<file path="config.mk">
export PLATFORM = sky130hd
export DESIGN_NAME = swvw_front
export DESIGN_NICKNAME = d
export VERILOG_FILES = /design/src/rtl/swvw_pkg.sv /design/src/rtl/swvw_front.sv
export SDC_FILE = /design/constraint.sdc
export NUM_CORES = 1
export LEC_CHECK = 0
export ABC_AREA = 1
export CORE_UTILIZATION = 50
export DETAILED_ROUTE_END_ITERATION = 10
export DONT_BUFFER_PORTS = 1
export PLACE_DENSITY = 0.7
export SLEW_MARGIN = 20
export SYNTH_ARGS = -nofsm -noshare
export SYNTH_HDL_FRONTEND = slang
export SYNTH_SLANG_ARGS = --single-unit
</file>
<file path="constraint.sdc">
create_clock -name clk -period 6.35 [get_ports clk]
set_input_delay 1.27 -clock clk [delete_from_list [all_inputs] [get_ports clk]]
set_output_delay 1.27 -clock clk [all_outputs]
set_load 0.05 [all_outputs]
</file>
<file path="src/rtl/swvw_pkg.sv">
// Shared types and constants for the spatial hash vertex weld block.
package swvw_pkg;

    // Hash multipliers, applied to the coordinates read as unsigned values
    localparam logic [31:0] HASH_PRIME_X = 32'd73856093;
    localparam logic [31:0] HASH_PRIME_Y = 32'd19349663;
    localparam logic [31:0] HASH_PRIME_Z = 32'd83492791;

    // Smallest table size in use, as log2
    localparam logic [4:0] MIN_LOG2 = 5'd6;
    localparam logic [3:0] SIZE_LOG2_RESET = 4'd12;

    localparam int COORD_W = 16;
    localparam int KEY_W   = 3 * COORD_W;
    localparam int ID_W    = 12;

    // Operation codes
    localparam logic OP_FIND  = 1'b0;
    localparam logic OP_CLEAR = 1'b1;

    typedef logic [KEY_W-1:0] key_t;

    // One input item
    typedef struct packed {
        logic                      op;
        logic signed [COORD_W-1:0] pos_x;
        logic signed [COORD_W-1:0] pos_y;
        logic signed [COORD_W-1:0] pos_z;
    } vertex_t;

    // One result item
    typedef struct packed {
        logic [ID_W-1:0] position_id;
        logic            is_new;
        logic            table_full;
    } result_t;

endpackage

</file>
<file path="src/rtl/swvw_front.sv">
// Front end: accepts items, hashes the position and hands them to the queue.
module swvw_front #(
    parameter int AW = 12
) (
    input  logic              clk,
    input  logic              rst_n,
    input  logic              push,
    output logic              full,
    input  swvw_pkg::vertex_t vertex,
    input  logic [AW-1:0]     mask,
    output logic              q_push,
    input  logic              q_full,
    output logic [AW+48:0]    q_data
);
    import swvw_pkg::*;

    logic          f_valid_reg, f_valid_next;
    logic          f_op_reg;
    key_t          f_key_reg;
    logic [31:0]   f_px_reg, f_py_reg, f_pz_reg;
    logic          accept;
    logic [31:0]   x_ext, y_ext, z_ext;
    logic [31:0]   hash;
    logic [AW-1:0] start_idx;

    // Holding stage: full while an item waits for a queue slot
    assign full   = f_valid_reg && q_full;
    assign accept = push && !full;
    assign q_push = f_valid_reg && !q_full;

    assign x_ext = 32'($unsigned(vertex.pos_x));
    assign y_ext = 32'($unsigned(vertex.pos_y));
    assign z_ext = 32'($unsigned(vertex.pos_z));

    always_comb
    begin
        f_valid_next = f_valid_reg;
        if (accept)
        begin
            f_valid_next = 1'b1;
        end
        else if (q_push)
        begin
            f_valid_next = 1'b0;
        end
    end

    always_ff @(posedge clk or negedge rst_n)
    begin
        if (!rst_n)
        begin
            f_valid_reg <= 1'b0;
        end
        else
        begin
            f_valid_reg <= f_valid_next;
        end
    end

    // Products registered, combined in the next cycle
    always_ff @(posedge clk)
    begin
        if (accept)
        begin
            f_op_reg  <= vertex.op;
            f_key_reg <= {$unsigned(vertex.pos_z), $unsigned(vertex.pos_y),
                          $unsigned(vertex.pos_x)};
            f_px_reg  <= 32'(x_ext * HASH_PRIME_X);
            f_py_reg  <= 32'(y_ext * HASH_PRIME_Y);
            f_pz_reg  <= 32'(z_ext * HASH_PRIME_Z);
        end
    end

    assign hash      = f_px_reg ^ f_py_reg ^ f_pz_reg;
    assign start_idx = hash[AW-1:0] & mask;
    assign q_data    = {f_op_reg, f_key_reg, start_idx};

endmodule

</file>
==> metrics <==
dpl cells=roughly 850; CP required=~6.5 ns; fin area=7609 sq um; power density over the cells=403.9 nW/um^2; max-cap violations=0; setup violators final=0; Crit Path Category=in -> reg; setup TNS after final layout=0 ns; Yosys reg bits=82; post-route ant nets=0; DR vias/cell=~4.9; share of cells above drive strength 1=around 4.6%; syn_nets=912; Worst Max-Slew Pin Slew=approximately 1.0 ns; RSZ-0062 raised after global routing=false; initial antenna violation count=0; Slew Limit Fails=0; net switching power=1333 uW; die height=121.1 um; CTS root buf=clkbuf_16; hold-fix buffer count after cts=0; placed cell area=roughly 7300 sq um; Largest register FFs=48; dominant cell type by area after synthesis=edfxtp_1; Clock Skew=roughly 0.0057 ns; leakage=between 0.003 and 0.004 uW; HPWL after DPL=10,740 um; Routed Wire Length=about 13,000 um; Min-Delay Endpoint=f_valid_reg; num rows=43; FF-to-FF End=f_key_reg[21]; hold slack=0.4925 ns; Pre-antenna DRT Iters=4; Reg area=roughly 2500 sq um; post-synth top area share=between 30% and 40%; Nets=approximately 900; post-synthesis compound-gate area fraction=between 2 and 2.5%; first-pass GRT wire length=21,070 um; sequential share of power=~29%; Overflow after GRT=0; Core ar.=13,830 sq um; Worst VDD drop=0.2971 mV; pin count of the biggest net entering global routing=82; Post-Syn Area=roughly 7000 sq um; clock sink count=between 80 and 90; total number of vias=4,260; Tot GR Track Use=between 10% and 20%; CP Data Arrival Time=~5 ns; WL per Instance=roughly 15 um; num ports=around 130; PortBufs=0; Worst setup SP type=input pin; R2R setup slack=about 4.3 ns; DP Worst Slack=between 1 and 1.5 ns; Final Cycle Share=between 70% and 80%; setup slack after layout=1.591 ns; Post-Syn Instances=a little under 700; XOR/XNOR share of the synthesized area=between 7 and 8%; DRC violations left=0; Die W=121.1 um; Post-Layout Cell Count=roughly 870; post-synthesis sequential area ratio=approximately a third; status=completed; Critical Path Fanout Max=4; vias in the first global route=roughly 4,500; internal power=about 1700 uW; Cell variety after synth=23; combinational share of power=53.1%; CTS resizes=0; final worst path period need=between 4 and 5 ns; mux contribution to synthesized area=0%; number of diodes=0; Sw Ratio=between 40% and 50%; R2R cell count=4; CTS tree=built; final hold violation count=0; Post-CTS Setup Inserts=0; simple-gate share of the synthesized area=8.422%; depth of the CTS H-tree=3; area taken by multi-input logic gates=approximately 3900 sq um; post-synthesis adder-cell area fraction=between 30% and 40%; hold depth=2; CTS Buffer Depth=2; die footprint=between 10,000 and 15,000 sq um; initial core utilization=51.25%; DRT iter0 DRCs=roughly 140; Fill cells=1,155; Hold Startpoint=f_valid_reg; largest family of logic cells by synthesized area=adder cells; synthesis-to-finish area growth=7.362%; FF-to-FF Start=f_valid_reg; Synth Area per Inst=around 10 sq um; yosys warns=0; clock latency on the worst-skew pair=0.34 ns; Reg clk slew, reported paths=0.06 ns; top cells by area, synth=edfxtp_1 34%, fa_1 19%, ha_1 18%, inv_1 9.9%, nand2_1 5.2%; GPL Wtd Cong=~0.85; total CTS buffers=9; highest clock rate=about 210 MHz; Setup crit end kind=flop; Hold Crit Class=reg -> reg; Clk pwr share=18.3%; Rel. slew slack=30.54%
-- cell type report --
type                       instances  area share (%)
multi-input combinational        398           50.98
clock buffer                      10           3.009
tap                              180           2.960
inverter                         192           9.472
clock inverter                     6           1.184
sequential                        82           32.30
timing repair buffer               1         0.09867
-- per-layer routing --
metal  up-vias  global-route usage (%)  share of wire [%]
met5         -                       0                  0
li1       2085                       -                  -
met2       121                   32.89                 50
met4         0                   7.870                2.4
met1      2033                   23.04                 43
met3        21                   3.759                4.5
-- placed cells by master (no fill, tap or decap), drive strengths merged --
| cell | Yosys | routed |
|---|---|---|
| bufinv | 0 | 2 |
| ha | 104 | 104 |
| or2 | 1 | 1 |
| nand3b | 3 | 3 |
| nor2 | 27 | 27 |
| buf | 5 | 1 |
| nand4 | 2 | 2 |
| clkbuf | 0 | 10 |
| clkinv | 0 | 3 |
| a21oi | 14 | 14 |
| o221ai | 2 | 2 |
| xnor2 | 27 | 27 |
| dfrtp | 1 | 1 |
| inv | 192 | 193 |
| a31oi | 1 | 1 |
| nand2 | 103 | 103 |
| fa | 66 | 66 |
| xor2 | 31 | 31 |
| o21bai | 2 | 2 |
| o21ai | 4 | 4 |
| edfxtp | 81 | 81 |
| nand3 | 11 | 11 |
-- synth_stat cells, drive strengths merged --
cell type and number:
nand2 103, xor2 31, o221ai 2, buf 5, nand4 2, xnor2 27, a31oi 1, or2 1
fa 66, edfxtp 81, inv 192, nor2 27, nand3b 3, dfrtp 1, nand3 11, ha 104
o21bai 2, o21ai 4, a21oi 14
-- logic make-up after synthesis --
| kind of cell | count (synthesis) |
|---|---|
| compound gates | 23 |
| flops | 82 |
| buf+inv | 197 |
| xor+xnor | 58 |
| fa+ha+maj | 170 |
| simple gates | 147 |
-- power groups by stage --
stage	clock network, uW	registers, uW	logic, uW
after global routing	596	888	1870
after floorplan	0	872	1320
after global placement	0	891	1580
after CTS	577	882	1660
after detailed placement	0	891	1630
final	563	880	1630
-- stage by stage --
step | util (%) | total power (uW)
after floorplan | - | 2188
after global placement | 52.72 | 2470
after detailed placement | 52.72 | 2520
after CTS | 55.03 | 3115
after global routing | 55.03 | 3352
final | 55.03 | 3073
-- worst max-delay path, cell delays in order --
cell	delay, ns
fa_1	0.53
ha_1	0.31
inv_1	0.05
fa_1	0.54
inv_1	0.06
fa_1	0.52
inv_1	0.05
fa_1	0.52
inv_1	0.04
ha_1	0.33
a21oi_1	0.15
o21ai_0	0.11
a31oi_1	0.19
inv_1	0.06
nand2_1	0.06
nand2_1	0.04
-- worst max-delay path by stage --
stage | from | to | slack, ns | cells after the start
after floorplan | q_full | f_key_reg[0] | 0.82 | 3
after global placement | vertex[22] | f_py_reg[11] | 1.34 | 16
after detailed placement | vertex[22] | f_py_reg[11] | 1.21 | 16
after CTS | vertex[22] | f_py_reg[11] | 1.60 | 16
after global routing | vertex[22] | f_py_reg[11] | 1.39 | 16
final | vertex[22] | f_py_reg[11] | 1.59 | 16
(Power assumes the default switching activity.)
