===== src/rtl/swvw_queue.sv =====
// Short FIFO between the hashing front end and the probe engine.
module swvw_queue #(
    parameter int W = 61
) (
    input  logic         clk,
    input  logic         rst_n,
    input  logic         wr_en,
    input  logic [W-1:0] wr_data,
    output logic         q_full,
    input  logic         rd_en,
    output logic [W-1:0] rd_data,
    output logic         q_empty
);
    localparam int QDEPTH = 4;
    localparam int PW     = $clog2(QDEPTH);
    localparam int CW     = $clog2(QDEPTH + 1);

    logic [W-1:0]  slots_reg [QDEPTH];
    logic [PW-1:0] wptr_reg, wptr_next;
    logic [PW-1:0] rptr_reg, rptr_next;
    logic [CW-1:0] count_reg, count_next;
    logic          do_wr, do_rd;

    assign q_full  = (count_reg == CW'(QDEPTH));
    assign q_empty = (count_reg == '0);
    assign do_wr   = wr_en && !q_full;
    assign do_rd   = rd_en && !q_empty;
    assign rd_data = slots_reg[rptr_reg];

    always_comb
    begin
        wptr_next  = do_wr ? PW'(wptr_reg + 1'b1) : wptr_reg;
        rptr_next  = do_rd ? PW'(rptr_reg + 1'b1) : rptr_reg;
        count_next = count_reg;
        if (do_wr && !do_rd)
        begin
            count_next = CW'(count_reg + 1'b1);
        end
        else if (do_rd && !do_wr)
        begin
            count_next = CW'(count_reg - 1'b1);
        end
    end

    always_ff @(posedge clk or negedge rst_n)
    begin
        if (!rst_n)
        begin
            wptr_reg  <= '0;
            rptr_reg  <= '0;
            count_reg <= '0;
        end
        else
        begin
            wptr_reg  <= wptr_next;
            rptr_reg  <= rptr_next;
            count_reg <= count_next;
        end
    end

    // Entry storage
    always_ff @(posedge clk)
    begin
        if (do_wr)
        begin
            slots_reg[wptr_reg] <= wr_data;
        end
    end

endmodule


===== config.mk =====
export PLATFORM = sky130hd
export DESIGN_NAME = swvw_queue
export DESIGN_NICKNAME = d
export VERILOG_FILES = /design/src/rtl/swvw_queue.sv
export SDC_FILE = /design/constraint.sdc
export NUM_CORES = 1
export LEC_CHECK = 0
export BUFFER_PORTS_ARGS = -buffer_cell sky130_fd_sc_hd__buf_2
export CAP_MARGIN = 0
export CORE_MARGIN = 4
export CORE_UTILIZATION = 55
export DETAILED_ROUTE_END_ITERATION = 8
export HOLD_SLACK_MARGIN = 0.12
export PLACE_DENSITY = 0.73
export SLEW_MARGIN = 20
export SYNTH_ARGS = -nofsm -noshare
export SYNTH_HDL_FRONTEND = slang
export SYNTH_SLANG_ARGS = --single-unit

===== constraint.sdc =====
create_clock -name clk -period 3.02 [get_ports clk]
set_input_delay 0.151 -clock clk [delete_from_list [all_inputs] [get_ports clk]]
set_output_delay 0.151 -clock clk [all_outputs]
set_load 0.02 [all_outputs]

==> results of run 1 <==
[cell type report]
cell class              instances  area (sq um)  share of cell area
clock inverters                10          58.8             0.00507
flip-flops and latches        251          7510               0.647
well taps                     220           275              0.0237
multi-input cells              85          1620               0.139
repair buffers                200          1410               0.121
clock buffers                  35           726              0.0625
inverters                       4          15.0             0.00129
[cell families (layout without fill, tap and decap cells)]
group / after synthesis / count (layout) / synth area share
flops: 251 / 251 / 0.807
mux: 63 / 63 / 0.152
buf+inv: 19 / 249 / 0.0199
simple gates: 10 / 10 / 0.00673
fa+ha+maj: 6 / 6 / 0.00888
xor+xnor: 6 / 6 / 0.00565
[critical path, cell delays in order (launching register included)]
cell     delay [ns]
dfrtp_4        0.73
buf_4          0.36
mux4_2         0.57
buf_2          0.18
[power groups by stage]
stage	Combinational [W]	Clock (W)	Sequential, W
after floorplan	0.00268	0	0.00482
after global placement	0.00337	0	0.00509
after global routing	0.00365	0.00312	0.00514
final	0.00342	0.00288	0.00505
after CTS	0.00349	0.00295	0.00507
after detailed placement	0.00340	0	0.00514
[stage by stage]
step                power, W  hold WS [ns]  area (sq um)  instances  worst slack [ns]
CTS                   0.0115         0.159         11600        805             0.423
finish                0.0113         0.167         11600        805             0.512
global route          0.0119         0.157         11600        805             0.341
detailed placement   0.00854      -0.00229         10200        696             0.704
global placement     0.00846       -0.0105         10200        696             0.872
floorplan            0.00751        -0.145          9300        355             0.288
[cells in the mapped netlist, types with 2 or more instances]
library cell / number / area share
and2_1: 4 / 0.0027
ha_1: 5 / 0.0067
mux4_2: 58 / 0.14
inv_1: 4 / 0.0016
xnor2_1: 4 / 0.0038
buf_12: 6 / 0.013
mux4_1: 3 / 0.0085
xor2_1: 2 / 0.0019
edfxtp_1: 244 / 0.79
dfrtp_1: 7 / 0.019
buf_2: 7 / 0.0038
[routing by layer]
layer | wire, um | vias to the layer above
li1 | - | 1938
met1 | 7140 | 2232
met2 | 8210 | 147
met3 | 1120 | 27
met4 | 325 | 0
met5 | 0 | -
[cell usage in the layout (no fill, tap or decap), types with 3 or more instances in the layout]
cell type      count
and2_4             4
buf_12             5
buf_2            127
buf_4              4
clkbuf_1           6
clkbuf_16         27
clkinv_1           3
clkinv_2           4
dfrtp_1            5
dlygate4sd3_1     64
edfxtp_1         244
ha_1               5
inv_1              4
mux4_1             3
mux4_2            58
xnor2_1            4
[how the worst max path moves through the flow]
stage / startpoint / slack [ns] / cells after the start / to
floorplan: count_reg[2] / 0.29 / 4 / slots_reg[0][0]
global placement: count_reg[2] / 0.87 / 4 / slots_reg[1][28]
detailed placement: count_reg[2] / 0.70 / 4 / slots_reg[1][36]
CTS: rptr_reg[0] / 0.42 / 3 / rd_data[7]
global route: rptr_reg[0] / 0.34 / 3 / rd_data[7]
finish: rptr_reg[0] / 0.51 / 3 / rd_data[7]
==> results.sh, run 1 <==
export IMPL_use_met3=0.0404
export IMPL_met2_usage=0.280
export IMPL_postCtsSetupRepairBufs=0
export IMPL_synth_nets=426
export IMPL_synth_seq_cells=251
export IMPL_gr_total_overflow=0
export IMPL_ff2ff_path_depth=8
export IMPL_syn_area_per_cell_sq_um=26.2
export IMPL_drv_slew=0
export IMPL_grt_busiest_layer="met2"
export IMPL_pwr_share_clk=0.254
export IMPL_power_internal_w=0.00784
export IMPL_r2r_end="count_reg[2]"
export IMPL_critical_path_arrival_ns=2.36
export IMPL_start_kind="flip-flop"
export IMPL_path_max_fanout=24
export IMPL_synthCells=355
export IMPL_root_buffer="clkbuf_16"
export IMPL_cts_hold_buf=64
export IMPL_pwr_density_cell_nw_per_um2=977
export IMPL_fin_skew_ns=0.00893
export IMPL_holdPathStages=3
export IMPL_gp_congestion=0.739
export IMPL_p_switching_w=0.00351
export IMPL_avgViaCountPerCell=5.40
export IMPL_synthFlopType="edfxtp_1"
export IMPL_netSwitchingFraction=0.309
export IMPL_fin_setup_tns_ns=0
export IMPL_antenna_cells=0
export IMPL_num_rows=47
export IMPL_clk_pin_slew_ns=0.06
export IMPL_worstMarginPinSlew_ns=0.910
export IMPL_grt_pass1_vias=4665
export IMPL_seq_power_share=0.445
export IMPL_rrSetupSlack_ns=0.71
export IMPL_post_drt_wl_per_cell_um=20.9
export IMPL_hold_start="wr_en"
export IMPL_clkSinkCount=251
export IMPL_synth_async_sr_flop_share=0.0279
export IMPL_netlist_area_sq_um=9300
export IMPL_die_h_um=138
export IMPL_die_area_sq_um=19000
export IMPL_firstDrtPassIters=4
export IMPL_grt_pass1_wl_mm=27.0
export IMPL_peakVddDrop_v=0.000659
export IMPL_antenna_found_initial=0
export IMPL_period_share=0.831
export IMPL_hold_viol=0
export IMPL_max_freq_ghz=0.399
export IMPL_synth_enable_flop_cells=244
export IMPL_cp_required_ns=2.87
export IMPL_synthToLayoutAreaGrowth_pct=24.9
export IMPL_drtIter0Drc=270
export IMPL_htreeDepth=1
export IMPL_cts_resized=0
export IMPL_ys_types=22
export IMPL_hold_path_class="input pin to flip-flop"
export IMPL_start_util=0.561
export IMPL_drv_cap=0
export IMPL_gr_usage_met1=0.263
export IMPL_hpwl_mm=10.2
export IMPL_cellLeakagePower_nw=4.06
export IMPL_drt_total_wl_mm=16.8
export IMPL_fin_nets=639
export IMPL_antenna_left=0
export IMPL_rsz0062_at_grt="false"
export IMPL_die_w_um=138
export IMPL_portBuffers=127
export IMPL_utilization=0.700
export IMPL_numCtsBuffers=26
export IMPL_r2r_start="count_reg[2]"
export IMPL_grt_total_usage=0.179
export IMPL_core_area_sq_um=16600
export IMPL_largest_reg_flops=244
export IMPL_fillers=1039
export IMPL_pwr_share_comb=0.301
export IMPL_pin_count=128
export IMPL_worstSkewPairLatency_ns=0.50
export IMPL_critPathKind="flip-flop to primary output"
export IMPL_synth_yosys_seq_area_share=0.807
export IMPL_min_period_ns=2.51
export IMPL_grt_max_degree=63
export IMPL_drc=0
export IMPL_endpoint_kind="primary output"
export IMPL_relSlewSlack=0.393
export IMPL_run_status="finished, final reports clean"
export IMPL_yosysWarnings=0
export IMPL_drive_above_1_share=0.409
export IMPL_cts_tree="built"
export IMPL_vias=4344
export IMPL_cts_buffer_depth=3
export IMPL_finalSetupViolCount=0
export IMPL_holdPathEnd="wptr_reg[0]"
No activity file was read; power rests on OpenSTA's default activity.
==> inputs of run 2 (changes only) <==
--- a/config.mk
+++ b/config.mk
@@ -5,13 +5,14 @@
 export SDC_FILE = /design/constraint.sdc
 export NUM_CORES = 1
 export LEC_CHECK = 0
+export ABC_AREA = 1
 export BUFFER_PORTS_ARGS = -buffer_cell sky130_fd_sc_hd__buf_2
 export CAP_MARGIN = 0
 export CORE_MARGIN = 4
-export CORE_UTILIZATION = 55
+export CORE_UTILIZATION = 52
 export DETAILED_ROUTE_END_ITERATION = 8
 export HOLD_SLACK_MARGIN = 0.12
-export PLACE_DENSITY = 0.73
+export PLACE_DENSITY = 0.72
 export SLEW_MARGIN = 20
 export SYNTH_ARGS = -nofsm -noshare
 export SYNTH_HDL_FRONTEND = slang
==> constraint.sdc (replaced) <==
create_clock -name clk -period 2.2 [get_ports clk]
set_input_delay 0.11 -clock clk [delete_from_list [all_inputs] [get_ports clk]]
set_output_delay 0.11 -clock clk [all_outputs]
set_load 0.02 [all_outputs]
==> results.sh, run 2 <==
export IMPL_ys_types=18
export IMPL_placed_area_sq_um=11100
export IMPL_grt_pass1_wl_mm=31.2
export IMPL_pwr_density_cell_nw_per_um2=1350
export IMPL_synth_top_area_frac=0.715
export IMPL_synth_seq_cells=251
export IMPL_synthToLayoutAreaGrowth_pct=23.9
export IMPL_layout_common_cells="244 x edfxtp_1, 201 x nand2_1, 137 x inv_1"
export IMPL_r2r_end="count_reg[2]"
export IMPL_root_buffer="clkbuf_16"
export IMPL_gp_congestion=0.784
export IMPL_hold_viol=0
export IMPL_max_freq_ghz=0.487
export IMPL_peakVddDrop_v=0.000781
export IMPL_period_share=0.934
export IMPL_drv_slew=0
export IMPL_core_area_sq_um=19400
export IMPL_hpwl_mm=11.4
export IMPL_die_h_um=148
export IMPL_dp_cells=1141
export IMPL_endpoint="rd_data[13]"
export IMPL_start_kind="flip-flop"
export IMPL_critPathLaunch="rptr_reg[1]"
export IMPL_fin_skew_ns=0.0153
export IMPL_synth_yosys_seq_area_share=0.732
export IMPL_die_w_um=148
export IMPL_yosysWarnings=0
export IMPL_ys_top_cells_by_area="edfxtp_1 72%, o211ai_1 8.9%, nand2_1 7.4%, inv_1 5.0%, buf_6 2.3%"
export IMPL_dpl_worst_slack_ns=0.389
export IMPL_rrSetupSlack_ns=0.35
export IMPL_numCtsBuffers=26
export IMPL_drv_cap=0
export IMPL_setup_slack_ns=0.146
export IMPL_worstMarginPinSlew_ns=0.418
export IMPL_rsz0062_at_grt="false"
export IMPL_fin_setup_tns_ns=0
export IMPL_synthCells=773
export IMPL_grt_total_usage=0.177
export IMPL_final_cell_area_sq_um=12700
export IMPL_path_max_fanout=18
export IMPL_fillers=1381
export IMPL_synth_most_common_cell="edfxtp_1"
export IMPL_hold_path_class="input pin to flip-flop"
export IMPL_grt_pass1_vias=6112
export IMPL_relSlewSlack=0.721
export IMPL_endpoint_kind="primary output"
export IMPL_drive_above_1_share=0.188
export IMPL_firstDrtPassIters=6
export IMPL_fin_cells=1260
export IMPL_start_util=0.528
export IMPL_synth_nets=844
export IMPL_clkSinkCount=251
export IMPL_clk_pin_slew_ns=0.06
export IMPL_fin_nets=1044
export IMPL_drc=0
export IMPL_worstSkewPairLatency_ns=0.52
export IMPL_antenna_found_initial=2
export IMPL_netlist_area_sq_um=10200
export IMPL_synth_async_sr_flop_share=0.0279
export IMPL_synth_enable_flop_cells=244
export IMPL_post_drt_wl_per_cell_um=15.8
export IMPL_synthFlopType="edfxtp_1"
export IMPL_portBuffers=127
export IMPL_drtIter0Drc=386
export IMPL_synth_top_cell_by_area="edfxtp_1"
export IMPL_drt_total_wl_mm=19.9
export IMPL_final_common_cell="edfxtp_1"
export IMPL_pin_count=128
export IMPL_cp_required_ns=2.09
export IMPL_r2r_start="count_reg[0]"
export IMPL_vias=6226
export IMPL_gr_total_overflow=0
export IMPL_avgViaCountPerCell=4.94
export IMPL_largest_reg_flops=244
export IMPL_critPathKind="flip-flop to primary output"
export IMPL_antenna_left=0
export IMPL_syn_area_per_cell_sq_um=13.3
export IMPL_synthTopCellsByCount="244 x edfxtp_1, 201 x nand2_1, 137 x inv_1, 122 x o211ai_1, 21 x buf_6"
export IMPL_run_status="finished, final reports clean"
export IMPL_min_period_ns=2.05
export IMPL_num_rows=51
export IMPL_cellLeakagePower_nw=5.18
export IMPL_critical_path_arrival_ns=1.94
export IMPL_die_area_sq_um=22000
export IMPL_cts_buffer_depth=3
export IMPL_finalSetupViolCount=0
export IMPL_cts_tree="built"
export IMPL_ff2ff_path_depth=10
export IMPL_htreeDepth=1
export IMPL_grt_max_degree=64
run 2: changes by cell type after synthesis, sizes merged, moves of 6 or more:
cell | before | now
inv | 4 | 139
buf | 14 | 32
clkbuf | 1 | 8
mux4 | 61 | 0
nand2 | 1 | 201
nand3 | 1 | 7
o211ai | 0 | 122
run 2: how the worst min path moves through the flow:
stage	start	to	slack (ns)	cells after the start
2_1_floorplan	rst_n	count_reg[0]	-0.19	0
3_3_place_gp	rst_n	count_reg[1]	-0.05	1
3_5_place_dp	rst_n	count_reg[2]	-0.04	1
4_1_cts	wr_data[35]	slots_reg[1][35]	0.32	2
5_1_grt	wr_data[31]	slots_reg[2][31]	0.34	2
6_report	wr_data[35]	slots_reg[1][35]	0.35	2
run 2: critical path: stages (launching register included):
cell and delay, ns:
dfrtp_2 0.43, inv_2 0.25, buf_4 0.32, o211ai_1 0.13, nand2_1 0.11, buf_2 0.18
run 2: layout make-up:
type	count	area [sq um]	area share
tap	265	332	0.0261
clock inverter	12	133	0.0105
multi-input combinational	343	1850	0.146
clock buffer	36	709	0.0559
sequential	251	7500	0.591
timing repair buffer	210	1590	0.125
antenna	2	5.00	0.000394
timing repair inverter	2	17.5	0.00138
inverter	139	548	0.0432
run 2: what timing repair did:
action                                  CTS  global route
gates cloned                              0             3
setup buffers                             0             1
hold buffers                             65             0
pin swaps                                 0             0
endpoints found under the setup margin    2            37
resized for setup                         2             5
hold endpoints to repair                256             0
run 2: kinds of logic after synthesis:
| logic type | after synthesis | share of synthesized area |
|---|---|---|
| fa+ha+maj | 6 | 0.00806 |
| flops | 251 | 0.732 |
| simple gates | 213 | 0.0791 |
| compound gates | 123 | 0.0899 |
| xor+xnor | 1 | 0.000855 |
| buf+inv | 179 | 0.0897 |
run 2: per-layer routing:
metal / part of all wire / vias to the layer above / global-route usage
met5: 0 / - / 0
met4: 0.019 / 0 / 0.0490
met3: 0.051 / 33 / 0.0302
met2: 0.50 / 143 / 0.304
met1: 0.43 / 2957 / 0.234
li1: - / 3093 / -
run 2: power by group:
| part | switching (W) | leakage [nW] | internal [W] |
|---|---|---|---|
| Clock | 0.00168 | 0.407 | 0.00260 |
| Sequential | 0.000244 | 2.32 | 0.00629 |
| Combinational | 0.00427 | 2.46 | 0.00211 |
run 2: metrics by stage:
stage | hold slack [ns] | power, W | util
6_report | 0.345 | 0.0172 | 0.654
5_1_grt | 0.338 | 0.0182 | 0.654
4_1_cts | 0.323 | 0.0171 | 0.650
3_5_place_dp | -0.0448 | 0.0128 | 0.573
3_3_place_gp | -0.0452 | 0.0126 | 0.573
2_1_floorplan | -0.186 | 0.0110 | -
